## config.mk

```make
export PLATFORM = sky130hd
export DESIGN_NAME = lru_open_handle_tracker
export DESIGN_NICKNAME = d
export VERILOG_FILES = /design/src/rtl/lrt_pkg.sv /design/src/rtl/lrt_link_mem.sv /design/src/rtl/lrt_ctrl.sv /design/src/rtl/lru_open_handle_tracker.sv
export VERILOG_INCLUDE_DIRS = /design/src /design/src/rtl
export SDC_FILE = /design/constraint.sdc
export NUM_CORES = 1
export LEC_CHECK = 0
export BUFFER_PORTS_ARGS = -buffer_cell sky130_fd_sc_hd__clkbuf_2
export CAP_MARGIN = 20
export CORE_AREA = 2 2 266 268
export DETAILED_ROUTE_END_ITERATION = 10
export DIE_AREA = 0 0 268 270
export PLACE_DENSITY = 0.78
export SETUP_SLACK_MARGIN = 0.05
export SLEW_MARGIN = 20
export SYNTH_ARGS = -nofsm -noshare
export SYNTH_HDL_FRONTEND = slang
export SYNTH_SLANG_ARGS = --single-unit
```

## constraint.sdc

```tcl
create_clock -name clk_i -period 4.9 [get_ports clk_i]
set_input_delay 0.735 -clock clk_i [delete_from_list [all_inputs] [get_ports clk_i]]
set_output_delay 0.735 -clock clk_i [all_outputs]
set_load 0.02 [all_outputs]
```

## src/rtl/lru_open_handle_tracker_macros.svh

```systemverilog
// Assertion macros shared by the tracker RTL.
// Included by the modules that carry concurrent checks; no other dependencies.
`ifndef LRU_OPEN_HANDLE_TRACKER_MACROS_SVH
`define LRU_OPEN_HANDLE_TRACKER_MACROS_SVH

// same-cycle implication, disabled during reset
`define LRT_ASSERT_NOW(label, clk, rst_n, ante, cons, msg) \
  label: assert property (@(posedge clk) disable iff (!rst_n) (ante) |-> (cons)) \
    else $error(msg);

// next-cycle implication, disabled during reset
`define LRT_ASSERT_NEXT(label, clk, rst_n, ante, cons, msg) \
  label: assert property (@(posedge clk) disable iff (!rst_n) (ante) |=> (cons)) \
    else $error(msg);

`endif

```

## src/rtl/lrt_pkg.sv

```systemverilog
// Types and constants of the LRU open-handle tracker.
// No dependencies; imported by every tracker module.
package lrt_pkg;

  localparam int unsigned HANDLE_W   = 6;
  localparam int unsigned MAX_OPEN_W = 7;
  localparam int unsigned COUNT_W    = 7;

  localparam logic [MAX_OPEN_W-1:0] MAX_OPEN_RESET = 7'd32;

  localparam logic FUNC_USE   = 1'b0;
  localparam logic FUNC_CLOSE = 1'b1;

  typedef enum logic [2:0] {
    ST_IDLE,
    ST_LOOK,
    ST_VICT,
    ST_PUSH,
    ST_MARK,
    ST_FIN
  } state_e;

  // memory access strobes from the sequencer
  typedef struct packed {
    logic rd;     // read both arrays at the read address
    logic a_we;   // write newer link / listed flag
    logic a_inl;  // listed flag written with the newer link
    logic b_we;   // write older link
  } mem_ctl_t;

  // result beat, laid out as on the output tdata (lowest field last)
  typedef struct packed {
    logic [COUNT_W-1:0]  open_count;
    logic                was_open;
    logic [HANDLE_W-1:0] evicted_handle;
    logic                evicted_valid;
  } res_t;

endpackage

```

## src/rtl/lrt_link_mem.sv

```systemverilog
// Link storage: newer link plus listed flag in one array, older link in another.
// Uses lrt_pkg; sweeps the listed flags clear after reset.
module lrt_link_mem import lrt_pkg::*; #(
  parameter int unsigned HANDLES = 64
) (
  input  logic                                    clk_i,
  input  logic                                    rst_ni,
  input  mem_ctl_t                                ctl_i,
  input  logic [(HANDLES > 1 ? $clog2(HANDLES) : 1)-1:0] raddr_i,
  input  logic [(HANDLES > 1 ? $clog2(HANDLES) : 1)-1:0] a_waddr_i,
  input  logic [(HANDLES > 1 ? $clog2(HANDLES) : 1)-1:0] a_wnwr_i,
  input  logic [(HANDLES > 1 ? $clog2(HANDLES) : 1)-1:0] b_waddr_i,
  input  logic [(HANDLES > 1 ? $clog2(HANDLES) : 1)-1:0] b_wdata_i,
  output logic                                    rd_inl_o,
  output logic [(HANDLES > 1 ? $clog2(HANDLES) : 1)-1:0] rd_nwr_o,
  output logic [(HANDLES > 1 ? $clog2(HANDLES) : 1)-1:0] rd_old_o,
  output logic                                    busy_o
);

  localparam int unsigned HW = (HANDLES > 1) ? $clog2(HANDLES) : 1;
  localparam logic [HW-1:0] LAST = HW'(HANDLES - 1);

  logic [HW:0]   mem_a [HANDLES];  // {listed, newer link}
  logic [HW-1:0] mem_b [HANDLES];  // older link

  logic          clr_q, clr_d;
  logic [HW-1:0] clr_cnt_q, clr_cnt_d;
  logic [HW:0]   rd_a_q;
  logic [HW-1:0] rd_b_q;

  always_comb begin
    clr_d     = clr_q;
    clr_cnt_d = clr_cnt_q;
    if (clr_q) begin
      clr_cnt_d = clr_cnt_q + 1'b1;
      if (clr_cnt_q == LAST) begin
        clr_d = 1'b0;
      end
    end
  end

  always_ff @(posedge clk_i or negedge rst_ni) begin
    if (!rst_ni) begin
      clr_q     <= 1'b1;
      clr_cnt_q <= '0;
    end else begin
      clr_q     <= clr_d;
      clr_cnt_q <= clr_cnt_d;
    end
  end

  always_ff @(posedge clk_i) begin
    if (clr_q) begin
      mem_a[clr_cnt_q] <= '0;
    end else if (ctl_i.a_we) begin
      mem_a[a_waddr_i] <= {ctl_i.a_inl, a_wnwr_i};
    end
    if (ctl_i.b_we) begin
      mem_b[b_waddr_i] <= b_wdata_i;
    end
    if (ctl_i.rd) begin
      rd_a_q <= mem_a[raddr_i];
      rd_b_q <= mem_b[raddr_i];
    end
  end

  assign rd_inl_o = rd_a_q[HW];
  assign rd_nwr_o = rd_a_q[HW-1:0];
  assign rd_old_o = rd_b_q;
  assign busy_o   = clr_q;

endmodule

```

## src/rtl/lrt_ctrl.sv

```systemverilog
// Request sequencer: list head/tail, count, cap register and result register.
// Uses lrt_pkg and the assertion macros; drives lrt_link_mem.
`include "lru_open_handle_tracker_macros.svh"
module lrt_ctrl import lrt_pkg::*; #(
  parameter int unsigned HANDLES = 64
) (
  input  logic                                    clk_i,
  input  logic                                    rst_ni,
  input  logic                                    cfg_we_i,
  input  logic [MAX_OPEN_W-1:0]                   cfg_wdata_i,
  input  logic                                    in_valid_i,
  output logic                                    in_ready_o,
  input  logic                                    in_func_i,
  input  logic [(HANDLES > 1 ? $clog2(HANDLES) : 1)-1:0] in_idx_i,
  output logic                                    out_valid_o,
  input  logic                                    out_ready_i,
  output res_t                                    out_res_o,
  output mem_ctl_t                                mctl_o,
  output logic [(HANDLES > 1 ? $clog2(HANDLES) : 1)-1:0] raddr_o,
  output logic [(HANDLES > 1 ? $clog2(HANDLES) : 1)-1:0] a_waddr_o,
  output logic [(HANDLES > 1 ? $clog2(HANDLES) : 1)-1:0] a_wnwr_o,
  output logic [(HANDLES > 1 ? $clog2(HANDLES) : 1)-1:0] b_waddr_o,
  output logic [(HANDLES > 1 ? $clog2(HANDLES) : 1)-1:0] b_wdata_o,
  input  logic                                    rd_inl_i,
  input  logic [(HANDLES > 1 ? $clog2(HANDLES) : 1)-1:0] rd_nwr_i,
  input  logic [(HANDLES > 1 ? $clog2(HANDLES) : 1)-1:0] rd_old_i,
  input  logic                                    busy_i
);

  localparam int unsigned HW   = (HANDLES > 1) ? $clog2(HANDLES) : 1;
  localparam int unsigned CW   = $clog2(HANDLES + 1);
  localparam int unsigned CMPW = (CW > MAX_OPEN_W) ? CW : MAX_OPEN_W;
  localparam int unsigned HXW  = (HW > HANDLE_W) ? HW : HANDLE_W;

  state_e                state_q, state_d;
  logic                  func_q, func_d;
  logic [HW-1:0]         h_q, h_d;
  logic                  was_q, was_d;
  logic                  evv_q, evv_d;
  logic [HW-1:0]         evh_q, evh_d;
  logic [HW-1:0]         newest_q, newest_d;
  logic [HW-1:0]         oldest_q, oldest_d;
  logic [CW-1:0]         count_q, count_d;
  logic [MAX_OPEN_W-1:0] max_open_q;
  logic                  out_vld_q, out_vld_d;
  res_t                  res_q, res_d;

  logic [CMPW-1:0] cnt_ext, max_ext;
  logic [HXW-1:0]  evh_ext;
  logic            evict;
  logic            single;

  assign cnt_ext = CMPW'(count_q);
  assign max_ext = CMPW'(max_open_q);
  assign evh_ext = HXW'(evh_q);
  assign evict   = (cnt_ext >= max_ext) && (count_q != '0);
  assign single  = (count_q <= CW'(1));

  always_comb begin
    state_d   = state_q;
    func_d    = func_q;
    h_d       = h_q;
    was_d     = was_q;
    evv_d     = evv_q;
    evh_d     = evh_q;
    newest_d  = newest_q;
    oldest_d  = oldest_q;
    count_d   = count_q;
    out_vld_d = out_vld_q && !out_ready_i;
    res_d     = res_q;
    mctl_o    = '0;
    raddr_o   = h_q;
    a_waddr_o = '0;
    a_wnwr_o  = '0;
    b_waddr_o = '0;
    b_wdata_o = '0;
    in_ready_o = 1'b0;

    case (state_q)
      ST_IDLE: begin
        in_ready_o = !busy_i;
        if (in_valid_i && !busy_i) begin
          func_d    = in_func_i;
          h_d       = in_idx_i;
          evv_d     = 1'b0;
          evh_d     = '0;
          mctl_o.rd = 1'b1;
          raddr_o   = in_idx_i;
          state_d   = ST_LOOK;
        end
      end

      // entry of the requested handle is on the read port
      ST_LOOK: begin
        was_d = rd_inl_i;
        if (rd_inl_i) begin
          // unlink the handle
          if (single) begin
            newest_d = '0;
            oldest_d = '0;
          end else begin
            if (h_q == newest_q) begin
              newest_d = rd_old_i;
            end else begin
              mctl_o.b_we = 1'b1;
              b_waddr_o   = rd_nwr_i;
              b_wdata_o   = rd_old_i;
            end
            if (h_q == oldest_q) begin
              oldest_d = rd_nwr_i;
            end else begin
              mctl_o.a_we  = 1'b1;
              mctl_o.a_inl = 1'b1;
              a_waddr_o    = rd_old_i;
              a_wnwr_o     = rd_nwr_i;
            end
          end
          count_d = count_q - 1'b1;
          state_d = (func_q == FUNC_CLOSE) ? ST_MARK : ST_PUSH;
        end else if (func_q == FUNC_CLOSE) begin
          state_d = ST_FIN;
        end else if (evict) begin
          mctl_o.rd = 1'b1;
          raddr_o   = oldest_q;
          evv_d     = 1'b1;
          evh_d     = oldest_q;
          state_d   = ST_VICT;
        end else begin
          state_d = ST_PUSH;
        end
      end

      // victim's newer link is on the read port; its older link never matters
      ST_VICT: begin
        if (single) begin
          newest_d = '0;
          oldest_d = '0;
        end else begin
          oldest_d = rd_nwr_i;
        end
        mctl_o.a_we = 1'b1;
        a_waddr_o   = oldest_q;
        count_d     = count_q - 1'b1;
        state_d     = ST_PUSH;
      end

      ST_PUSH: begin
        if (count_q == '0) begin
          oldest_d = h_q;
        end else begin
          mctl_o.a_we  = 1'b1;
          mctl_o.a_inl = 1'b1;
          a_waddr_o    = newest_q;
          a_wnwr_o     = h_q;
          mctl_o.b_we  = 1'b1;
          b_waddr_o    = h_q;
          b_wdata_o    = newest_q;
        end
        newest_d = h_q;
        count_d  = count_q + 1'b1;
        // a re-used handle keeps its listed flag
        state_d  = was_q ? ST_FIN : ST_MARK;
      end

      ST_MARK: begin
        mctl_o.a_we  = 1'b1;
        mctl_o.a_inl = (func_q == FUNC_USE);
        a_waddr_o    = h_q;
        state_d      = ST_FIN;
      end

      ST_FIN: begin
        if (!out_vld_q || out_ready_i) begin
          out_vld_d            = 1'b1;
          res_d.evicted_valid  = evv_q;
          res_d.evicted_handle = evh_ext[HANDLE_W-1:0];
          res_d.was_open       = was_q;
          res_d.open_count     = cnt_ext[COUNT_W-1:0];
          state_d              = ST_IDLE;
        end
      end

      default: begin
        state_d = ST_IDLE;
      end
    endcase
  end

  always_ff @(posedge clk_i or negedge rst_ni) begin
    if (!rst_ni) begin
      state_q    <= ST_IDLE;
      newest_q   <= '0;
      oldest_q   <= '0;
      count_q    <= '0;
      max_open_q <= MAX_OPEN_RESET;
      out_vld_q  <= 1'b0;
    end else begin
      state_q    <= state_d;
      newest_q   <= newest_d;
      oldest_q   <= oldest_d;
      count_q    <= count_d;
      out_vld_q  <= out_vld_d;
      if (cfg_we_i) begin
        max_open_q <= cfg_wdata_i;
      end
    end
  end

  always_ff @(posedge clk_i) begin
    func_q <= func_d;
    h_q    <= h_d;
    was_q  <= was_d;
    evv_q  <= evv_d;
    evh_q  <= evh_d;
    res_q  <= res_d;
  end

  assign out_valid_o = out_vld_q;
  assign out_res_o   = res_q;

  `LRT_ASSERT_NEXT(a_accept_to_look, clk_i, rst_ni, in_valid_i && in_ready_o, state_q == ST_LOOK, "accepted beat did not start a lookup")
  `LRT_ASSERT_NOW(a_count_bound, clk_i, rst_ni, 1'b1, count_q <= CW'(HANDLES), "open count above handle count")
  `LRT_ASSERT_NOW(a_evict_only_miss, clk_i, rst_ni, state_q == ST_FIN && evv_q, !was_q && func_q == FUNC_USE, "eviction on a hit or a close")
  `LRT_ASSERT_NOW(a_use_leaves_open, clk_i, rst_ni, state_q == ST_FIN && func_q == FUNC_USE, count_q != '0, "list empty after a use")

endmodule

```

## src/rtl/lru_open_handle_tracker.sv

```systemverilog
// LRU open-handle tracker, top level.
// Request channel (s_axis_*): tuser[0] is the function (0 use, 1 close),
// tdata[5:0] the handle; handles at or above HANDLES wrap modulo HANDLES.
// Result channel (m_axis_*): one beat per request, in request order.
// Configuration: cfg_we_i writes cfg_wdata_i into the cap on open handles;
// write it only while no request is in flight.
// The accepting idle cycle reads the handle's entry; the result beat is then
// registered in the finish state. A close of a handle not open goes straight
// to finish, other closes unlink and mark the handle, re-used handles are
// unlinked and pushed, a new handle is pushed and marked, and an eviction
// first reads the victim. The steps are set by the registered read port and
// the single write port of each link array: an unlink and a push each write
// once or twice, and an eviction needs a second read for the victim's neighbour.
// One request is in flight at a time; the next is accepted once the current
// result is registered, even if the receiver has not yet taken it.
// If the receiver stalls with a result still held, the next request completes
// up to its last step and waits there until the held beat is taken.
// After reset the list is empty and the cap is 32; the listed flags are
// swept clear entry by entry, during which s_axis_tready stays low.
module lru_open_handle_tracker import lrt_pkg::*; #(
  parameter int unsigned HANDLES = 64
) (
  input  logic                  clk_i,
  input  logic                  rst_ni,
  input  logic                  s_axis_tvalid,
  output logic                  s_axis_tready,
  input  logic [7:0]            s_axis_tdata,  // [5:0] handle, [7:6] zero
  input  logic [0:0]            s_axis_tuser,  // [0] func
  output logic                  m_axis_tvalid,
  input  logic                  m_axis_tready,
  output logic [15:0]           m_axis_tdata,  // [0] evicted_valid, [6:1] evicted_handle,
                                               // [7] was_open, [14:8] open_count, [15] zero
  input  logic                  cfg_we_i,
  input  logic [MAX_OPEN_W-1:0] cfg_wdata_i
);

  localparam int unsigned HW    = (HANDLES > 1) ? $clog2(HANDLES) : 1;
  localparam int unsigned NCODE = 2 ** HANDLE_W;

  // handle code to index, modulo HANDLES, as a constant table
  logic [HW-1:0] idx_tab [NCODE];
  for (genvar gi = 0; gi < NCODE; gi++) begin : g_idx
    assign idx_tab[gi] = HW'(gi % HANDLES);
  end

  logic [HW-1:0] in_idx;
  assign in_idx = idx_tab[s_axis_tdata[HANDLE_W-1:0]];

  mem_ctl_t      mctl;
  logic [HW-1:0] raddr, a_waddr, a_wnwr, b_waddr, b_wdata;
  logic          rd_inl;
  logic [HW-1:0] rd_nwr, rd_old;
  logic          mem_busy;
  res_t          res;

  lrt_ctrl #(
    .HANDLES (HANDLES)
  ) u_ctrl (
    .clk_i       (clk_i),
    .rst_ni      (rst_ni),
    .cfg_we_i    (cfg_we_i),
    .cfg_wdata_i (cfg_wdata_i),
    .in_valid_i  (s_axis_tvalid),
    .in_ready_o  (s_axis_tready),
    .in_func_i   (s_axis_tuser[0]),
    .in_idx_i    (in_idx),
    .out_valid_o (m_axis_tvalid),
    .out_ready_i (m_axis_tready),
    .out_res_o   (res),
    .mctl_o      (mctl),
    .raddr_o     (raddr),
    .a_waddr_o   (a_waddr),
    .a_wnwr_o    (a_wnwr),
    .b_waddr_o   (b_waddr),
    .b_wdata_o   (b_wdata),
    .rd_inl_i    (rd_inl),
    .rd_nwr_i    (rd_nwr),
    .rd_old_i    (rd_old),
    .busy_i      (mem_busy)
  );

  lrt_link_mem #(
    .HANDLES (HANDLES)
  ) u_mem (
    .clk_i     (clk_i),
    .rst_ni    (rst_ni),
    .ctl_i     (mctl),
    .raddr_i   (raddr),
    .a_waddr_i (a_waddr),
    .a_wnwr_i  (a_wnwr),
    .b_waddr_i (b_waddr),
    .b_wdata_i (b_wdata),
    .rd_inl_o  (rd_inl),
    .rd_nwr_o  (rd_nwr),
    .rd_old_o  (rd_old),
    .busy_o    (mem_busy)
  );

  assign m_axis_tdata = {1'b0, res};

endmodule
```

* Yosys cells after proc, flatten, opt, wreduce, memory -nomap -nowiden
Memory sizes are Yosys's and may differ from the RTL's. A register that Yosys moved wholly into a read port is not among the register bits.
Cells that the tools add are included.
** Word-level totals
- Memories kept :: 3
- Bits in read-only memories :: 384
- Bits in writable memories :: 832
- Bits in registers :: 67
- Output and inout port bits :: 18
** Memory list
- u_mem.mem_a :: depth 64, width 7, read ports 1, clocked after Yosys merged registers in 1, wr ports 1, RTL line lrt_link_mem.sv:23 : logic [HW:0] mem_a [HANDLES];
- (no name shown) :: depth 64, width 6, read ports 1, clocked after Yosys merged registers in 0, wr ports 0, RTL line lru_open_handle_tracker.sv:47 : assign in_idx = idx_tab[s_axis_tdata[HANDLE_W-1:0]];
- u_mem.mem_b :: depth 64, width 6, read ports 1, clocked after Yosys merged registers in 1, wr ports 1, RTL line lrt_link_mem.sv:24 : logic [HW-1:0] mem_b [HANDLES];
** Cells by class
- Muxes and demuxes :: 84
- $lt $le $gt $ge :: 3
- Add/sub/neg operators :: 3
- Bitwise logic cells :: 2
- Equality and inequality tests :: 18
- Reduce and logical (&&, ||, !) cells :: 21
** Operators with widths (count)
- $mux W6 :: 34
- $pmux W6 S2 :: 5
- $pmux W6 S3 :: 2
- $mux W1 :: 24
- $mux W3 :: 8
- $pmux W6 S4 :: 1
- $pmux W7 S3 :: 1
- $pmux W3 S6 :: 1
- $mux W7 :: 2
- $eq A6 B6 Y1 :: 2
- $ne A2 B1 Y1 const B :: 6
- $reduce_and A2 Y1 :: 4
- $reduce_and A4 Y1 :: 2
- $add A7 B1 Y7 const B :: 1
- $ge A7 B7 Y1 :: 1
- $ge A7 B7 Y1 const B :: 1
- $le A7 B1 Y1 const B :: 1
- $logic_not A7 Y1 :: 1
- $not A6 Y7 :: 1
- $reduce_bool A7 Y1 :: 1
- $reduce_or A7 Y1 :: 1
- $sub A7 B1 Y7 const B :: 1
- $add A6 B1 Y6 const B :: 1
- $eq A3 B2 Y1 const B :: 2
- other kinds (17) :: 27

* Logic depth before layout (Yosys ltp)
Gate-level depths: netlist of the first run.
- Depth in word-level cells :: 10
- Depth in mapped cells :: 15
- Gate-level depth less buffers :: 12

* Modules after synthesis
From an unflattened synthesis of the first run, not the netlist that was laid out.
** Unflattened totals
- Cell total of the unflattened synthesis :: 1891
- Area total of the unflattened synthesis :: 36861.6 µm²
** Modules (own cells, without submodules)
- lrt_link_mem :: area each 33378.3 µm², seq. area each 25550.8 µm², times used 1, cells an instance 1565
- lrt_ctrl :: area each 3472.1 µm², seq. area each 1652.8 µm², times used 1, cells an instance 324
- lru_open_handle_tracker :: area each 11.3 µm², seq. area each 0.0 µm², times used 1, cells an instance 2

* Worst setup path before layout of the first run
Ideal clock, no wire load.
- Path kind :: reg2reg
- Start point :: register u_ctrl.state_q[2]
- End point :: memory u_mem.mem_a[0][0] (netlist bit) (data pin)
- Path buffers :: 4
- Data required time :: 4401 ps
- Period minus slack after synthesis :: 4134 ps
- Cell stages (with the launch flop) :: 10
- Arrival time :: 3634 ps
- Path slack :: 766 ps
- Setup time :: 499 ps
- Cell sequence :: dfrtp_1 > buf_2 > nor2b_1 > nand2_1 > a21oi_1 > clkbuf_1 > clkbuf_1 > clkbuf_1 > a32oi_1 > nor2_1
** On the way
- Word-level cells in the longest chain between the ends :: 8
** RTL lines
- from (decl) :: RTL line lrt_ctrl.sv:35 : state_e state_q, state_d;
- from (signal assigned) :: RTL line lrt_ctrl.sv:198 : state_q <= state_d;
- $eq A3 B2 Y1 or $eq A3 B3 Y1 (tied branches) :: RTL line lrt_ctrl.sv:79 : case (state_q)
- $reduce_or A2 Y1 (no line)
- $pmux W1 S3 :: RTL line lrt_ctrl.sv:79
- $mux W1 :: RTL line lrt_link_mem.sv:55 : end else if (ctl_i.a_we) begin
- $mux W1 :: RTL line lrt_link_mem.sv:53 : if (clr_q) begin
- $mux W1 (implied by the code) :: RTL line lrt_link_mem.sv:56 : mem_a[a_waddr_i] <= {ctl_i.a_inl, a_wnwr_i};
- $reduce_or A7 Y1 (no line)
- $mux W7 (no line) (*)
- to (decl) :: RTL line lrt_link_mem.sv:23
Mark *: on every way between the ends. The rest lies on a longest branch, timed or not.

* Worst setup path after layout of the first run
- Start point :: register u_ctrl.state_q[0]
- End point :: register u_mem.rd_a_q[5] (read register of u_mem.mem_a) (data pin)
** On the way
- Word-level cells in the longest chain between the ends :: 2
** RTL lines
- $eq A3 B1 Y1 or $logic_not A3 Y1 (tied branches) :: RTL line lrt_ctrl.sv:79
- $pmux W6 S2 or $pmux W1 S2 (tied branches) :: RTL line lrt_ctrl.sv:79
- to (decl) :: RTL line lrt_link_mem.sv:28 : logic [HW:0] rd_a_q;
Parallel ways exist; a longest one is shown, timed or not.
A chain may end at the register's enable or synchronous reset.

==> impl_metrics.py, run 1 <==
metrics = {
    "layout": {
        "final_nets": 2992,
        "layout_common_cells": "edfxtp_1, nand2_1, nand3_1, nor2_1, buf_4",
        "mostFrequentLayoutCell": "edfxtp_1",
        "area_growth_pct": 11.7,
        "final_area_sq_um": 42500,
        "finalNonFillerCells": 3967,
        "layout-drive-gt1-share_pct": 12.2,
        "final_util_pct": 61.1,
        "n_antenna_cell": 0,
    },
    "global_routing": {
        "grt-ovfl-total": 0,
        "antenna_found_initial": 0,
        "grtUsageTotal_pct": 26.6,
        "grt_pass1_wl_microns": 146000,
        "grt_max_degree": 116,
        "grt_pass1_vias": 24600,
    },
    "power_and_ir_drop": {
        "power.density_nw_per_um2": 719,
        "p_leak_nw": 14.7,
        "ir_worst_vdd_mv": 0.657,
    },
    "synth": {
        "yosys_warnings": 0,
        "ys_ff_latch": 912,
        "synthCells": 2901,
        "synthArstFlopShare_pct": 4.06,
        "yosysTopAreaCellShare_pct": 69.1,
        "synthTopCellsByArea": "edfxtp_1, nand2_1, nand3_1",
        "syn_avg_cell_area_sq_um": 13.1,
        "synth_ff_type": "edfxtp_1",
        "synth.largest_area_cell": "edfxtp_1",
        "seq_area_frac_synth_pct": 71.5,
        "synth_nets": 2933,
        "synth_cell_types": 76,
        "synth-edff-count": 875,
        "synth.cell_area_sq_um": 38000,
    },
    "drt": {
        "route.detailed.drc": 0,
        "vias": 25200,
        "drt-initial-drc-count": 3621,
        "ant_nets": 0,
        "viasPerCell": 6.36,
        "wire_per_inst_microns": 24.4,
        "wl_microns": 96800,
        "dr.pass1.iters": 9,
    },
    "timing": {
        "finalClockSkew_ns": 0.0334,
        "finalSetupViolCount": 0,
        "grt_setup_unrepaired": "yes",
        "post-route-period-util_pct": 97.2,
        "slew_headroom_pct": 18.5,
        "fin_crit_ns": 4.76,
        "slew_violations": 0,
        "tightest_slew_ns": 1.22,
        "hold_viol": 0,
        "fmax_ghz": 0.210,
    },
    "job": {
        "cap_violations": 0,
    },
    "worst_setup_path": {
        "cpLargestDelayFamily": "compound AO/OA/AOI/OAI gates",
        "startpoint_type": "flip-flop",
        "cp-end-kind": "flip-flop",
        "critical_path_class": "flip-flop to flip-flop",
        "crit_slowest_cell": "a22oi_1",
        "critPathBufInv": 3,
        "crit_fanout": 19,
        "crit_path_max_incr_delay_ns": 0.96,
        "worstPathRequired_ns": 5.41,
        "cp.arrival_ns": 5.28,
        "path_cells": "or3_1 -> inv_1 -> a22oi_1 -> and3_4 -> buf_4 -> mux2i_1 -> a221oi_2 -> a21oi_1 -> a2111oi_1 -> buf_4 -> or3_1",
    },
    "clock_network": {
        "clockBufferDepth": 3,
        "htreeDepth": 3,
        "cts_made_buffers": 86,
        "cts_setup_buffers": 0,
        "cts_root_buffer": "clkbuf_16",
        "clk_pin_slew_worst_paths_ns": 0.06,
        "clk-insertion-delay-late_ns": 0.66,
        "cts_tree": "yes",
        "cts_hold_buf": 0,
        "clock_sinks": 912,
    },
    "floorplanning": {
        "initial_core_util_pct": 54.7,
        "die_h_microns": 270,
        "rows": 97,
        "die_w_microns": 268,
        "die-area_sq_um": 72400,
        "io_pins": 39,
        "core_sq_um": 69500,
    },
    "outcome": {
        "outcome": "finished, final reports clean",
    },
    "place": {
        "port_buffers": 35,
        "gp_congestion": 0.966,
        "placed_area_sq_um": 39600,
        "dp_cells": 3811,
        "hpwl_microns": 59000,
    },
    "hold_path": {
        "min_path_type": "input port to async pin",
    },
}
## flip-flops by register name (all words and copies together), names as in the netlist, 3 cells and up
register / flops
u_mem.rd_old_o: 6
u_mem.mem_b: 384
u_ctrl.max_ext: 7
u_mem.clr_cnt_q: 6
u_ctrl.newest_q: 6
u_mem.mem_a: 448
u_ctrl.h_q: 6
u_ctrl.out_res_o: 15
u_mem.rd_a_q: 7
u_ctrl.evh_ext: 6
u_ctrl.cnt_ext: 7
u_ctrl.state_q: 3
u_ctrl.oldest_q: 6
## layout make-up
cell class,instances,area (sq um)
clock buffer,108,2300
clock inverter,47,541
fill,4925,27100
inverter,12,45.0
multi-input combinational,1783,9950
sequential,912,27200
tap,940,1180
timing repair buffer,165,1280
## final timing paths
| kind | slack, ns | cells after the start | start | end |
|---|---|---|---|---|
| min in group clk_i | 0.27 | 1 | s_axis_tuser | u_ctrl.func_q |
| max in group asynchronous | 4.02 | 1 | rst_ni | u_ctrl.oldest_q[1] |
| worst min register to register | 0.42 | 0 | u_ctrl.evh_ext[2] | u_ctrl.out_res_o[3] |
| worst max register to register | 0.14 | 11 | u_ctrl.state_q[0] | u_mem.rd_a_q[5] |
| worst min-delay path | 0.23 | 1 | rst_ni | u_ctrl.max_ext[4] |
| worst max-delay path | 0.14 | 11 | u_ctrl.state_q[0] | u_mem.rd_a_q[5] |
## Yosys cell counts (all sizes together), types with 2 or more instances
cell type / count
o221ai: 9
mux2: 11
nand4: 18
nor3: 10
nor2b: 13
a32o: 14
dfstp: 2
or3: 10
xor2: 6
inv: 12
dfrtp: 35
o22ai: 9
a21boi: 7
nand3b: 6
clkbuf: 74
o211ai: 13
a22o: 6
a311oi: 4
nand3: 208
nor2: 164
xnor2: 18
o21a: 3
o32ai: 4
a31oi: 75
buf: 121
a211oi: 48
nor4b: 2
nand4b: 4
a221oi: 30
a222oi: 6
edfxtp: 875
o21ai: 81
nand2b: 7
a32oi: 24
a21o: 7
nor4: 19
a21oi: 114
mux2i: 46
a22oi: 14
nand2: 609
a211o: 23
and2: 6
ha: 11
and4: 6
and3: 106
## per-stage QoR
step | power, mW | setup WS, ns | hold WS (ns) | setup TNS, ns
floorplan | 19.0 | 0.766 | 0.400 | 0
global placement | 22.9 | 0.433 | 0.401 | 0
detailed placement | 23.4 | 0.287 | 0.405 | 0
CTS | 30.2 | 0.218 | 0.237 | 0
global route | 31.8 | -0.0435 | 0.270 | -0.0435
finish | 30.5 | 0.137 | 0.231 | 0
## cells by family (layout without fill, tap and decap cells)
group,Yosys count,after routing,synth area share [%]
adders and majority gates,11,11,0.362
AOI/OAI and AO/OA,499,499,9.28
muxes,57,57,1.55
buffers and inverters,207,332,2.72
DFF,912,912,71.5
other,1,1,0.00986
xor gates and xnor gates,24,24,0.553
and+or+nand+nor,1190,1191,14.0
## power breakdown
part	switching, mW	internal (mW)
sequential	0.352	9.65
combinational	9.67	4.13
clock	2.83	3.91
## metal layers
metal	global-route usage (%)	up-vias	share of wire [%]
li1	-	11000	-
met1	35.5	12200	37
met2	42.1	1706	47
met3	6.04	274	12
met4	11.6	2	4.4
met5	0	-	0.070
## what timing repair did
action,in CTS,in global routing
resized for setup,0,1
setup endpoints to repair,0,1
endpoints found under the hold margin,0,0
No activity file was read; power rests on OpenSTA's default activity.
==> inputs of run 2 (changes only) <==
--- a/config.mk
+++ b/config.mk
@@ -11,7 +11,7 @@
 export CORE_AREA = 2 2 266 268
 export DETAILED_ROUTE_END_ITERATION = 10
 export DIE_AREA = 0 0 268 270
-export PLACE_DENSITY = 0.78
+export PLACE_DENSITY = 0.71
 export SETUP_SLACK_MARGIN = 0.05
 export SLEW_MARGIN = 20
 export SYNTH_ARGS = -nofsm -noshare
==> run 2 against run 1 <==
Compared with the run above: wire length is 0.76% lower; first-iteration DRC count is 0.19% higher; critical path depth rose by 2; die area is the same; clock power increased by 1%; final cell count increased by 0.53%; hold slack better by 0.015 ns; sequential cell count unchanged; critical endpoint is now u_mem.rd_old_o[3]; register-to-register slack improved by 0.15 ns.
==> impl_metrics.py, run 2 (synthesis results as in run 1) <==
metrics = {
    "global_routing": {
        "grt_max_degree": 106,
        "global_route.peak_usage_layer": "met2",
        "grt_pass1_vias": 24100,
        "antenna_found_initial": 0,
        "met2_usage_pct": 41.9,
        "grt_pass1_wl_microns": 145000,
        "met1_usage_pct": 37.0,
        "gr-usage-met3_pct": 5.06,
        "grtUsageTotal_pct": 26.5,
        "grt-ovfl-total": 0,
    },
    "power_and_ir_drop": {
        "p_leak_nw": 14.8,
        "power_frac_clock_pct": 22.3,
        "ir_worst_vdd_mv": 0.698,
        "combPwrFrac_pct": 44.9,
        "p_sw_mw": 12.8,
        "sw_frac_of_total_pct": 41.8,
        "p_total_mw": 30.6,
        "p_seq_share_pct": 32.7,
        "power.density_nw_per_um2": 715,
        "p_int_mw": 17.8,
    },
    "clock_network": {
        "clk_pin_slew_worst_paths_ns": 0.06,
        "cts_tree": "yes",
        "clock_sinks": 912,
        "clk-insertion-delay-late_ns": 0.65,
        "cts_made_buffers": 89,
        "clockBufferDepth": 3,
        "htreeDepth": 3,
        "cts_root_buffer": "clkbuf_16",
    },
    "layout": {
        "largest_register": "u_mem.mem_a",
        "largest_reg_flops": 448,
        "mostFrequentLayoutCell": "edfxtp_1",
        "n_antenna_cell": 0,
        "finalNonFillerCells": 3988,
        "layout_common_cells": "edfxtp_1, nand2_1, nand3_1, nor2_1, buf_4",
        "area_growth_pct": 12.3,
        "layout-drive-gt1-share_pct": 12.7,
        "final_area_sq_um": 42700,
        "final_nets": 3010,
        "filler_cell_count": 5165,
    },
    "place": {
        "placed_area_sq_um": 39800,
        "dp_cells": 3825,
        "dp_slack_ns": 0.172,
        "port_buffers": 35,
        "hpwl_microns": 59300,
        "gp_congestion": 0.925,
    },
    "timing": {
        "fin_tns_setup_ns": 0,
        "finalSetupViolCount": 0,
        "hold_viol": 0,
        "finalClockSkew_ns": 0.0266,
        "fmax_ghz": 0.217,
        "slew_headroom_pct": 20.4,
        "post-route-period-util_pct": 94.1,
        "fin_crit_ns": 4.61,
        "fin_ws_ns": 0.289,
        "tightest_slew_ns": 1.19,
        "slew_violations": 0,
        "grt_setup_unrepaired": "no",
    },
    "worst_setup_path": {
        "crit_path_max_incr_delay_ns": 0.66,
        "cp.arrival_ns": 4.95,
        "crit_fanout": 50,
        "critical_path_class": "flip-flop to flip-flop",
        "cp-end-kind": "flip-flop",
        "crit_slowest_cell": "and3_4",
        "rrSetupSlack_ns": 0.29,
        "cp_common_cell": "a211o_1",
        "startpoint_type": "flip-flop",
        "worstPathRequired_ns": 5.24,
        "path_cells": "inv_1 -> ha_1 -> nor2b_1 -> o21ai_0 -> a211oi_4 -> o211ai_2 -> and3_4 -> buf_12 -> a21oi_1 -> nor4_1 -> a211o_1 -> a211o_1 -> nand4_1",
    },
    "drt": {
        "vias": 25000,
        "wire_per_inst_microns": 24.1,
        "ant_nets": 0,
        "wl_microns": 96100,
        "drt-initial-drc-count": 3628,
        "route.detailed.drc": 0,
        "viasPerCell": 6.26,
        "dr.pass1.iters": 9,
    },
    "floorplanning": {
        "core_sq_um": 69500,
        "initial_core_util_pct": 54.7,
        "die_h_microns": 270,
        "die_w_microns": 268,
        "rows": 97,
        "io_pins": 39,
        "die-area_sq_um": 72400,
    },
    "job": {
        "cap_violations": 0,
    },
    "outcome": {
        "outcome": "finished, final reports clean",
    },
    "hold_path": {
        "min_path_type": "input port to async pin",
    },
}
-- run 2: through the flow --
stage / util (%) / hold slack, ns
6_report: 61.4 / 0.246
5_1_grt: 61.4 / 0.268
4_1_cts: 61.4 / 0.245
3_5_place_dp: 57.2 / 0.405
3_3_place_gp: 57.2 / 0.403
2_1_floorplan: - / 0.400
-- run 2: cell type report --
type                       count  area (sq um)  share of cell area [%]
tap                          940          1180                    2.75
clock buffer                 104          2360                    5.51
sequential                   912         27200                    63.7
clock inverter                57           552                    1.29
inverter                      12          45.0                   0.105
timing repair buffer         180          1430                    3.34
multi-input combinational   1783          9970                    23.3
-- run 2: final timing paths --
kind | startpoint | end | depth (start not counted)
max in group asynchronous | rst_ni | u_ctrl.oldest_q[0] | 1
worst min register to register | u_ctrl.evh_ext[0] | u_ctrl.out_res_o[1] | 0
min in group clk_i | s_axis_tuser | u_ctrl.func_q | 1
worst max-delay path | u_ctrl.cnt_ext[0] | u_mem.rd_old_o[3] | 13
worst max register to register | u_ctrl.cnt_ext[0] | u_mem.rd_old_o[3] | 13
worst min-delay path | rst_ni | u_ctrl.max_ext[2] | 1
-- run 2: power by group through the flow --
stage	Clock [mW]	Sequential, mW	Combinational (mW)
2_1_floorplan	0	10.1	8.97
3_3_place_gp	0	10.1	13.0
3_5_place_dp	0	10.2	13.4
4_1_cts	6.87	9.99	13.5
5_1_grt	7.19	10.0	14.7
6_report	6.82	10.0	13.7
-- run 2: metal layers --
layer  vias up  routed length (microns)
li1      11100                        -
met1     12300                    38100
met2      1366                    45400
met3       192                     9590
met4         0                     3000
met5         -                        0
-- run 2: worst max-delay path, delay by kind of cell, from the launching register on --
kind | cells | cell delay, ns
AO/OA/AOI/OAI | 6 | 1.71
AND/OR/NAND/NOR | 4 | 1.39
buffers and inverters | 2 | 0.44
flip-flops | 1 | 0.43
adder cells (fa/ha/maj) | 1 | 0.29
-- run 2: what timing repair did --
| action | CTS | global route |
|---|---|---|
| setup buffers | 0 | 0 |
| gates resized for setup | 0 | 1 |
| endpoints found under the setup margin | 0 | 3 |
| hold buffers | 0 | 0 |
